## src/hdl/cma_pkg.sv

```systemverilog
`timescale 1ns / 1ps
// -----------------------------------------------------------------------------
// cma_pkg
// Shared types and constants for the calendar minute advance pipeline.
// -----------------------------------------------------------------------------
package cma_pkg;

	localparam int unsigned MinPerHour   = 60;
	localparam int unsigned MinPerDay    = 1440;
	localparam int unsigned DefaultYear  = 2024;
	localparam int unsigned MonthsInYear = 12;

	// Width of hour*60 + minute + add_minutes (max 67458)
	localparam int unsigned TotalW = 17;
	// Width of whole days carried out of the minute sum (max 46)
	localparam int unsigned DaysW  = 6;
	// Width of minutes since midnight
	localparam int unsigned MdayW  = 11;

	// Input transaction
	typedef struct packed {
		logic [4:0]  day_in;
		logic [3:0]  month_in;
		logic [15:0] year_in;
		logic [4:0]  hour_in;
		logic [5:0]  minute_in;
		logic [15:0] add_minutes;
	} cma_in_t;

	// Result transaction
	typedef struct packed {
		logic [4:0]  day_out;
		logic [3:0]  month_out;
		logic [15:0] year_out;
		logic [4:0]  hour_out;
		logic [5:0]  minute_out;
	} cma_out_t;

	// Validated calendar date
	typedef struct packed {
		logic [4:0]  day;
		logic [3:0]  month;
		logic [15:0] year;
	} cma_date_t;

	// Front stage control and minute sum
	typedef struct packed {
		logic              vld;
		logic [TotalW-1:0] total;
	} cma_sum_t;

endpackage

```

## src/hdl/cma_front.sv

```systemverilog
`timescale 1ns / 1ps
// -----------------------------------------------------------------------------
// cma_front
// Stage 1: date validation, default substitution and the minute sum.
// -----------------------------------------------------------------------------
module cma_front import cma_pkg::*; (
	input  logic      clk,
	input  logic      arst_n,
	input  logic      start,
	input  cma_in_t   item,
	output cma_sum_t  sum,
	output cma_date_t date
);

	logic      bad_date;
	cma_date_t date_d;
	logic [4:0] hour_d;
	logic [5:0] minute_d;
	logic [TotalW-1:0] total_d;
	logic      vld_s1;
	logic [TotalW-1:0] total_s1;
	cma_date_t date_s1;

	// Invalid dates fall back to 1 Jan 2024 00:00
	assign bad_date = (item.day_in == 5'd0) || (item.month_in == 4'd0) ||
			(item.month_in > 4'(MonthsInYear)) || (item.year_in == 16'd0);

	always_comb begin
		if (bad_date) begin
			date_d.day   = 5'd1;
			date_d.month = 4'd1;
			date_d.year  = 16'(DefaultYear);
			hour_d       = 5'd0;
			minute_d     = 6'd0;
		end else begin
			date_d.day   = item.day_in;
			date_d.month = item.month_in;
			date_d.year  = item.year_in;
			hour_d       = item.hour_in;
			minute_d     = item.minute_in;
		end
	end

	// hour*60 + minute + add, no range check on hour or minute
	assign total_d = TotalW'(hour_d) * TotalW'(MinPerHour) + TotalW'(minute_d) +
			TotalW'(item.add_minutes);

	always_ff @(posedge clk or negedge arst_n) begin
		if (!arst_n) begin
			vld_s1 <= 1'b0;
		end else begin
			vld_s1 <= start;
		end
	end

	always_ff @(posedge clk) begin
		total_s1 <= total_d;
		date_s1  <= date_d;
	end

	assign sum.vld   = vld_s1;
	assign sum.total = total_s1;
	assign date      = date_s1;

endmodule

```

## src/hdl/cma_day_split.sv

```systemverilog
`timescale 1ns / 1ps
// -----------------------------------------------------------------------------
// cma_day_split
// Stages 2-5: splits the minute sum into whole days, hour and minute using
// reciprocal multiplies.
// -----------------------------------------------------------------------------
module cma_day_split import cma_pkg::*; (
	input  logic             clk,
	input  logic             arst_n,
	input  cma_sum_t         sum,
	output logic [DaysW-1:0] days,
	output logic             vld,
	output logic [4:0]       hour,
	output logic [5:0]       minute
);

	// 1440 = 32 * 45: shift off five bits, then divide by 45
	localparam int unsigned LowW     = 5;
	localparam int unsigned DayOdd   = MinPerDay >> LowW;
	localparam int unsigned QW       = TotalW - LowW;
	localparam int unsigned RecShift = 17;
	localparam int unsigned DayRecip = ((1 << RecShift) + DayOdd - 1) / DayOdd;
	localparam int unsigned HourRecip = ((1 << RecShift) + MinPerHour - 1) / MinPerHour;
	localparam int unsigned DayProdW  = QW + 12;
	localparam int unsigned HourProdW = MdayW + 12;

	logic                 vld_s2, vld_s3, vld_s4, vld_s5;
	logic [QW-1:0]        q_s2;
	logic [LowW-1:0]      low_s2;
	logic [DaysW-1:0]     days_s2;
	logic [MdayW-1:0]     mday_s3, mday_s4;
	logic [4:0]           hour_s4, hour_s5;
	logic [5:0]           minute_s5;
	logic [DayProdW-1:0]  day_prod;
	logic [QW-1:0]        rem45;
	logic [HourProdW-1:0] hour_prod;
	logic [MdayW-1:0]     min_rem;

	// Stage 2: days = (total >> 5) / 45
	assign day_prod = DayProdW'(sum.total[TotalW-1:LowW]) * DayProdW'(DayRecip);

	// Stage 3: remainder rebuilt into minutes since midnight
	assign rem45 = q_s2 - QW'(days_s2) * QW'(DayOdd);

	// Stage 4: hour = mday / 60
	assign hour_prod = HourProdW'(mday_s3) * HourProdW'(HourRecip);

	// Stage 5: minute = mday - hour*60
	assign min_rem = mday_s4 - MdayW'(hour_s4) * MdayW'(MinPerHour);

	always_ff @(posedge clk or negedge arst_n) begin
		if (!arst_n) begin
			vld_s2 <= 1'b0;
			vld_s3 <= 1'b0;
			vld_s4 <= 1'b0;
			vld_s5 <= 1'b0;
		end else begin
			vld_s2 <= sum.vld;
			vld_s3 <= vld_s2;
			vld_s4 <= vld_s3;
			vld_s5 <= vld_s4;
		end
	end

	always_ff @(posedge clk) begin
		q_s2      <= sum.total[TotalW-1:LowW];
		low_s2    <= sum.total[LowW-1:0];
		days_s2   <= DaysW'(day_prod >> RecShift);
		mday_s3   <= {rem45[MdayW-LowW-1:0], low_s2};
		mday_s4   <= mday_s3;
		hour_s4   <= 5'(hour_prod >> RecShift);
		hour_s5   <= hour_s4;
		minute_s5 <= 6'(min_rem);
	end

	assign days   = days_s2;
	assign vld    = vld_s5;
	assign hour   = hour_s5;
	assign minute = minute_s5;

endmodule

```

## src/hdl/cma_month_roll.sv

```systemverilog
`timescale 1ns / 1ps
// -----------------------------------------------------------------------------
// cma_month_roll
// Stages 2-5: adds the carried days and rolls the date forward one month
// per stage. Two rolls cover every case: day <= 77 and any two consecutive
// months hold at least 59 days.
// -----------------------------------------------------------------------------
module cma_month_roll import cma_pkg::*; (
	input  logic             clk,
	input  cma_date_t        date,
	input  logic [DaysW-1:0] days,
	output cma_date_t        date_out
);

	localparam int unsigned DayW = 7;

	typedef struct packed {
		logic [DayW-1:0] day;
		logic [3:0]      month;
		logic [15:0]     year;
	} roll_t;

	// Fixed month lengths, no leap years
	function automatic logic [DayW-1:0] month_len(input logic [3:0] month);
		logic [DayW-1:0] len;
		case (month)
			4'd2:    len = DayW'(28);
			4'd4:    len = DayW'(30);
			4'd6:    len = DayW'(30);
			4'd9:    len = DayW'(30);
			4'd11:   len = DayW'(30);
			default: len = DayW'(31);
		endcase
		return len;
	endfunction

	// One month carry step; year wraps mod 65536
	function automatic roll_t roll_step(input roll_t cur);
		roll_t           nxt;
		logic [DayW-1:0] len;
		len = month_len(cur.month);
		nxt = cur;
		if (cur.day > len) begin
			nxt.day = cur.day - len;
			if (cur.month == 4'(MonthsInYear)) begin
				nxt.month = 4'd1;
				nxt.year  = cur.year + 16'd1;
			end else begin
				nxt.month = cur.month + 4'd1;
			end
		end
		return nxt;
	endfunction

	cma_date_t date_s2;
	roll_t     date_s3, date_s4, date_s5;

	always_ff @(posedge clk) begin
		date_s2       <= date;
		// Stage 3: add whole days
		date_s3.day   <= DayW'(date_s2.day) + DayW'(days);
		date_s3.month <= date_s2.month;
		date_s3.year  <= date_s2.year;
		// Stages 4 and 5: month carries
		date_s4       <= roll_step(date_s3);
		date_s5       <= roll_step(date_s4);
	end

	assign date_out.day   = date_s5.day[4:0];
	assign date_out.month = date_s5.month;
	assign date_out.year  = date_s5.year;

endmodule

```

## src/hdl/calendar_minute_advance.sv

```systemverilog
`timescale 1ns / 1ps
// Throughput: one transaction per cycle; busy is always low and the pipeline
// has no stall path, since the receiver cannot hold results off.
// The latency is set by the two reciprocal multiply-and-remainder steps of the
// minute split and the two month carry stages that run beside them.
// Reset clears the stage valid bits only; no result is produced after reset.
// -----------------------------------------------------------------------------
// calendar_minute_advance
// Adds a number of minutes to a calendar date and time, five-stage pipeline.
// -----------------------------------------------------------------------------
module calendar_minute_advance import cma_pkg::*; (
	input  logic     clk,
	input  logic     arst_n,
	input  logic     start,
	output logic     busy,
	input  cma_in_t  item,
	output logic     done,
	output cma_out_t result
);

	cma_sum_t         sum;
	cma_date_t        date_s1;
	cma_date_t        date_s5;
	logic [DaysW-1:0] days_s2;
	logic [4:0]       hour_s5;
	logic [5:0]       minute_s5;

	// Every cycle can take a transaction
	assign busy = 1'b0;

	cma_front u_front (
		.clk    (clk),
		.arst_n (arst_n),
		.start  (start),
		.item   (item),
		.sum    (sum),
		.date   (date_s1)
	);

	cma_day_split u_split (
		.clk    (clk),
		.arst_n (arst_n),
		.sum    (sum),
		.days   (days_s2),
		.vld    (done),
		.hour   (hour_s5),
		.minute (minute_s5)
	);

	cma_month_roll u_roll (
		.clk      (clk),
		.date     (date_s1),
		.days     (days_s2),
		.date_out (date_s5)
	);

	// Result assembly
	assign result.day_out    = date_s5.day;
	assign result.month_out  = date_s5.month;
	assign result.year_out   = date_s5.year;
	assign result.hour_out   = hour_s5;
	assign result.minute_out = minute_s5;

endmodule
```

## config.mk

```make
export PLATFORM = sky130hd
export DESIGN_NAME = calendar_minute_advance
export DESIGN_NICKNAME = d
export VERILOG_FILES = /design/src/hdl/cma_pkg.sv /design/src/hdl/cma_front.sv /design/src/hdl/cma_day_split.sv /design/src/hdl/cma_month_roll.sv /design/src/hdl/calendar_minute_advance.sv
export SDC_FILE = /design/constraint.sdc
export NUM_CORES = 1
export LEC_CHECK = 0
export BUFFER_PORTS_ARGS = -buffer_cell sky130_fd_sc_hd__buf_2
export CAP_MARGIN = 0
export CORE_UTILIZATION = 50
export DETAILED_ROUTE_END_ITERATION = 10
export PLACE_DENSITY = 0.8
export SYNTH_ARGS = -nofsm -noshare
export SYNTH_HDL_FRONTEND = slang
export SYNTH_SLANG_ARGS = --single-unit
```

## constraint.sdc

```tcl
create_clock -name clk -period 6.8 [get_ports clk]
set_input_delay 0.34 -clock clk [delete_from_list [all_inputs] [get_ports clk]]
set_output_delay 0.34 -clock clk [all_outputs]
set_load 0.01 [all_outputs]
```

## After elaboration in Yosys (flattened, before gate mapping)

Index checks and enable logic that the tools add are counted.

- Add/subtract/negate cells: 11
- Multiply operators: 5
- Magnitude comparators: 3
- Equal/unequal tests: 12
- Muxes and demuxes: 10
- Reductions and logical operators: 8

Operator list:

| operator | count |
|---|---|
| adder 16 x 1 -> 16 bit, second input constant | 2 |
| two-way mux 16 bit | 2 |
| two-way mux 27 bit | 1 |
| two-way mux 25 bit | 1 |
| equality test 4 bit, second input constant | 6 |
| multiplier 12 x 12 -> 23 bit, second input constant | 1 |
| multiplier 11 x 12 -> 22 bit, second input constant | 1 |
| adder 17 x 16 -> 17 bit | 1 |
| equality test 4 x 3 -> 1 bit, second input constant | 4 |
| zero test 16 bit | 1 |
| > comparator 7 x 5 -> 1 bit | 2 |
| adder 11 x 6 -> 12 bit | 1 |
| subtractor 6 bit | 2 |
| multiplier 5 x 4 -> 9 bit, second input constant | 1 |
| adder 4 x 1 -> 4 bit, second input constant | 2 |
| equality test 4 x 2 -> 1 bit, second input constant | 2 |
| two-way mux 4 bit | 2 |
| case mux 2 bit (2 select lines) | 2 |
| OR reduction 4 bit | 2 |
| adder 5 x 6 -> 7 bit | 1 |
| subtractor 7 x 5 -> 7 bit | 1 |
| multiplier 6 x 6 -> 6 bit, second input constant | 1 |
| two-way mux 6 bit | 1 |
| zero test 5 bit | 1 |
| other kinds (6) | 8 |

- Register bits after elaboration: 201
- Bits of input ports: 55
- Output and inout port bits: 38
- Word-level logic and storage cells: 78

## Longest topological paths before layout

- Depth after elaboration: 8
- Depth in mapped cells: 23
- Mapped depth without buffers: 22

## Hierarchy

From an unflattened synthesis, not the netlist that was laid out.

- Cell total of the unflattened synthesis: 1029
- Area total of the unflattened synthesis: 11114.4 µm²

Modules (own cells, without submodules):

| module | times used | cells an instance | area an instance (µm²) | seq. area each (µm²) |
|---|---|---|---|---|
| cma_day_split | 1 | 440 | 4688.2 | 1101.1 |
| cma_month_roll | 1 | 357 | 4018.9 | 2082.0 |
| cma_front | 1 | 230 | 2396.0 | 865.8 |
| calendar_minute_advance | 1 | 2 | 11.3 | 0.0 |

## Least setup slack after synthesis

No wires, ideal clock.

- Kind: input to register
- From: input port item[47] (netlist name)
- To: register u_front.total_s1[12]
- Setup time: 0.060 ns
- Data arrival time: 5.071 ns
- Path slack: 1.670 ns
- Stages on the path: 21
- Path through: or4_1 o2111a_1 clkbuf_1 nand2_1 inv_1 ha_1 inv_1 fa_1 inv_1 ha_1 nor2b_1 o21ai_0 a21boi_1 or4b_1 o311ai_2 and3b_1 ha_1 a21oi_1 mux2_2 a41oi_1 and3_1

- Word-level cells in the longest chain between the ends: 8

RTL lines:

| element | line | RTL |
|---|---|---|
| start, declared | calendar_minute_advance.sv:16 | `input cma_in_t item,` |
| zero test 5 bit * | cma_front.sv:25 | `assign bad_date = (item.day_in == 5'd0) \|\| (item.month_in == 4'd0) \|\|` |
| logical OR 1 bit * (2 in series) | cma_front.sv:25 |  |
| logical OR 1 bit * | cma_front.sv:26 | `(item.month_in > 4'(MonthsInYear)) \|\| (item.year_in == 16'd0);` |
| two-way mux 5 bit | cma_front.sv:29 | `if (bad_date) begin` |
| multiplier 5 x 4 -> 9 bit | cma_front.sv:45 | `assign total_d = TotalW'(hour_d) * TotalW'(MinPerHour) + TotalW'(minute_d) +` |
| adder 11 x 6 -> 12 bit * | cma_front.sv:45 |  |
| adder 17 x 16 -> 17 bit * | cma_front.sv:45 |  |
| via u_front.total_d[12] | cma_front.sv:19 | `logic [TotalW-1:0] total_d;` |
| end signal, assigned | cma_front.sv:57 | `total_s1 <= total_d;` |
| end, declared | cma_front.sv:21 | `logic [TotalW-1:0] total_s1;` |

The timed path passes the listed nets; every way through them passes the cells marked *.
A chain may end at the register's enable or synchronous reset.

## Final worst setup path

Same ends and word-level chain as after synthesis.

==> out/qor.yml <==
synthTopCellsByArea: "dfxtp_1 (36%), ha_1 (20%), fa_1 (9.7%), xnor2_1 (6.2%), inv_1 (5.4%)"
hold_depth: 2
synth_cells: 1020
critical-path-max-stage-delay_ns: 0.57
required_ns: 7.23
drt_iter0_drc: 231
dr.pass1.iters: 4
grt_pass1_wl_um: 32500
fmax_ghz: 0.190
hold_class: "input port to flop"
finalSetupViolations: 0
detail-route-antenna-nets: 0
cts_sinks: 201
post-cts-setup-buffer-count: 0
yosys_warnings: 0
critPathCaptureType: "flop"
dieArea_mm2: 0.0221
clock-root-buffer: "clkbuf_16"
worstMarginPinSlew_ns: 0.548
status: "finished clean"
critPathLaunchType: "input port"
grt-ovfl-total: 0
yosysTopAreaCell: "dfxtp_1"
htreeDepth: 1
synth_edf_count: 0
ios: 93
core_mm2: 0.0211
drv_cap: 0
maxSlewViolCount: 0
synth-seq-area-share: 0.376
cp_num_buf_inv: 5
crit_chain: "buf_2 -> or4_1 -> o2111a_1 -> buf_4 -> nand2_1 -> inv_1 -> ha_1 -> inv_1 -> fa_1 -> inv_1 -> ha_1 -> nor2b_1 -> o21ai_0 -> a21boi_1 -> or4b_1 -> o311ai_2 -> and3b_1 -> ha_1 -> a21oi_1 -> mux2_2 -> a41oi_1 -> and3_1"
multi_input_area_mm2: 0.00609
worstPathArrival_ns: 5.69
avgViaCountPerCell: 5.03
grt.total_usage: 0.180
die_h_um: 149
post-place-ws_ns: 1.03
post_synth_instance_area_mm2: 0.0108
top_usage_layer: "met2"
cts_resized: 0
drc_errors: 0
skew_ns: 0.00741
path_clk_slew_ns: 0.07
fillCellCount: 1753
min_period_ns: 5.26
critical_path_class: "input port to flop"
worst_path_dominant_cell_family: "simple AND/OR/NAND/NOR gates"
antenna_found_initial: 3
drive_above_1_share: 0.128
yosys_most_used_dff: "dfxtp_1"
cp_max_fo: 39
fin_tns_setup_ns: 0
wire_per_inst_um: 13.6
nets: 1406
reg2reg_depth: 14
grt_use_met2: 0.323
syn_area_per_cell_um2: 10.6
cts_tree: "built"
met3_usage: 0.0291
vias: 7120
gp_congestion: 0.869
start_util: 0.511
grt_pass1_vias: 7184
fin_ws_ns: 1.54
finalWirelength_um: 19200
holdBufCountCts: 2
synth_top_cell_area_share: 0.364
worst-path-stages: 22
rsz0062_at_grt: "false"
max_slew_margin: 0.630
synth-async-reset-ratio: 0.0249
dp_hpwl_um: 14900
numCtsBuffers: 20
fin_util: 0.578
port_buffers: 91
grt_util_met1: 0.224
die_x_um: 149
finalHoldViolCount: 0
slowest_stage: "or4_1"
syn_to_final_growth_pct: 13.1
rows: 53
clockBufferDepth: 3
grt_max_degree: 40
synth-seq-cells: 201
synth_cell_types: 68
regArea_mm2: 0.00405
syn_nets: 1301
finalCritPeriodShare: 0.774
clk_latency_ns: 0.48
==> cell families (layout without fill, tap and decap cells) <==
family	Yosys count	count (layout)	synth area share
AOI/OAI and AO/OA	123	123	0.0793
xor gates and xnor gates	95	95	0.0772
adders and majority gates	226	226	0.299
buffers and inverters	165	282	0.0591
DFF	201	201	0.376
muxes	8	8	0.00813
other	1	4	0.000348
and+or+nand+nor	201	201	0.101
==> synthesized netlist by cell type, drive strengths merged (5+ instances only) <==
library cell  number
xor2              19
xnor2             76
nor2              25
and3              16
o21a               7
o21ai             25
clkbuf             5
o211ai             5
nor3               7
a21oi             38
dfrtp              5
nor2b              8
nand3             26
ha               174
o21bai             9
mux2               6
fa                52
a21o              11
nor4               6
and2              27
inv              154
nand2b            12
buf                6
dfxtp            196
nand4             16
nand2             39
==> final timing paths <==
kind	slack (ns)	from	endpoint
setup / recovery	1.54	item[47]	u_front.total_s1[12]$_DFF_P_
hold / removal	0.06	item[15]	u_front.total_s1[15]$_DFF_P_
setup reg to reg	2.16	u_front.total_s1[9]$_DFF_P_	u_split.days[5]$_DFF_P_
hold reg to reg	0.32	u_front.date[24]$_SDFF_PP0_	u_roll.date_s2[24]$_DFF_P_
max in group asynchronous	6.47	arst_n	u_split.vld$_DFF_PN0_
min in group asynchronous	0.20	arst_n	u_split.vld_s3$_DFF_PN0_
==> worst reg2reg max path, cell delays in order, from the launching register on <==
cell and delay, ns:
dfxtp_1 0.48, ha_1 0.29, inv_1 0.12, fa_1 0.46, fa_1 0.56, inv_1 0.06, fa_1 0.50, fa_1 0.49
ha_1 0.22, nor4_1 0.24, o211ai_1 0.19, a2111oi_2 0.48, o31ai_2 0.16, a21oi_2 0.18, xnor2_1 0.13
==> flip-flops by register name, indices dropped and copies added (netlist names), 5 cells and up <==
name / flops
u_split.minute: 6
u_split.hour_s4: 5
u_split.hour: 5
u_split.mday_s4: 6
u_front.total_s1: 17
u_roll.date_s2: 25
u_split.mday_s3: 11
u_front.date: 25
u_split.days: 6
u_split.low_s2: 5
u_roll.date_out: 25
u_roll.date_s4: 27
u_roll.date_s3: 27
u_split.q_s2: 6
==> per-layer routing <==
layer,vias to the layer above,wire length [um]
met2,139,9290
met3,33,782
met5,-,0
li1,3609,-
met4,0,467
met1,3339,8700
==> layout make-up <==
class                   count  share of cell area
multi-input cells         654               0.500
flip-flops and latches    201               0.332
inverters                 154              0.0474
clock buffers              26              0.0463
repair buffers             94              0.0396
well taps                 275              0.0282
clock inverters             8             0.00595
diodes                      3            0.000616
==> metrics by stage <==
step	instance area [um2]	hold slack, ns	std cells
final	12200	0.0641	1415
after global routing	12200	0.0589	1413
after CTS	12200	0.0446	1412
after detailed placement	11500	0.159	1376
after global placement	11500	0.154	1376
after floorplan	10800	0.0444	1020
==> placed cells by master (no fill, tap or decap), drive strengths merged, types with 3 or more instances in the layout <==
cell type / instances
dfxtp: 196
ha: 174
inv: 154
buf: 92
xnor2: 76
fa: 52
nand2: 39
a21oi: 38
and2: 27
nand3: 26
clkbuf: 26
nor2: 25
o21ai: 25
xor2: 19
nand4: 16
and3: 16
nand2b: 12
a21o: 11
o21bai: 9
nor2b: 8
o21a: 7
nor3: 7
clkinv: 7
nor4: 6
mux2: 6
dfrtp: 5
o211ai: 5
a31oi: 4
o2111ai: 4
and4: 4
diode: 3
or4: 3
or3: 3
nor3b: 3
o41ai: 3
Power is not shown: default switching activity piles up to over one toggle a cycle in this logic, so the estimate is an artifact.
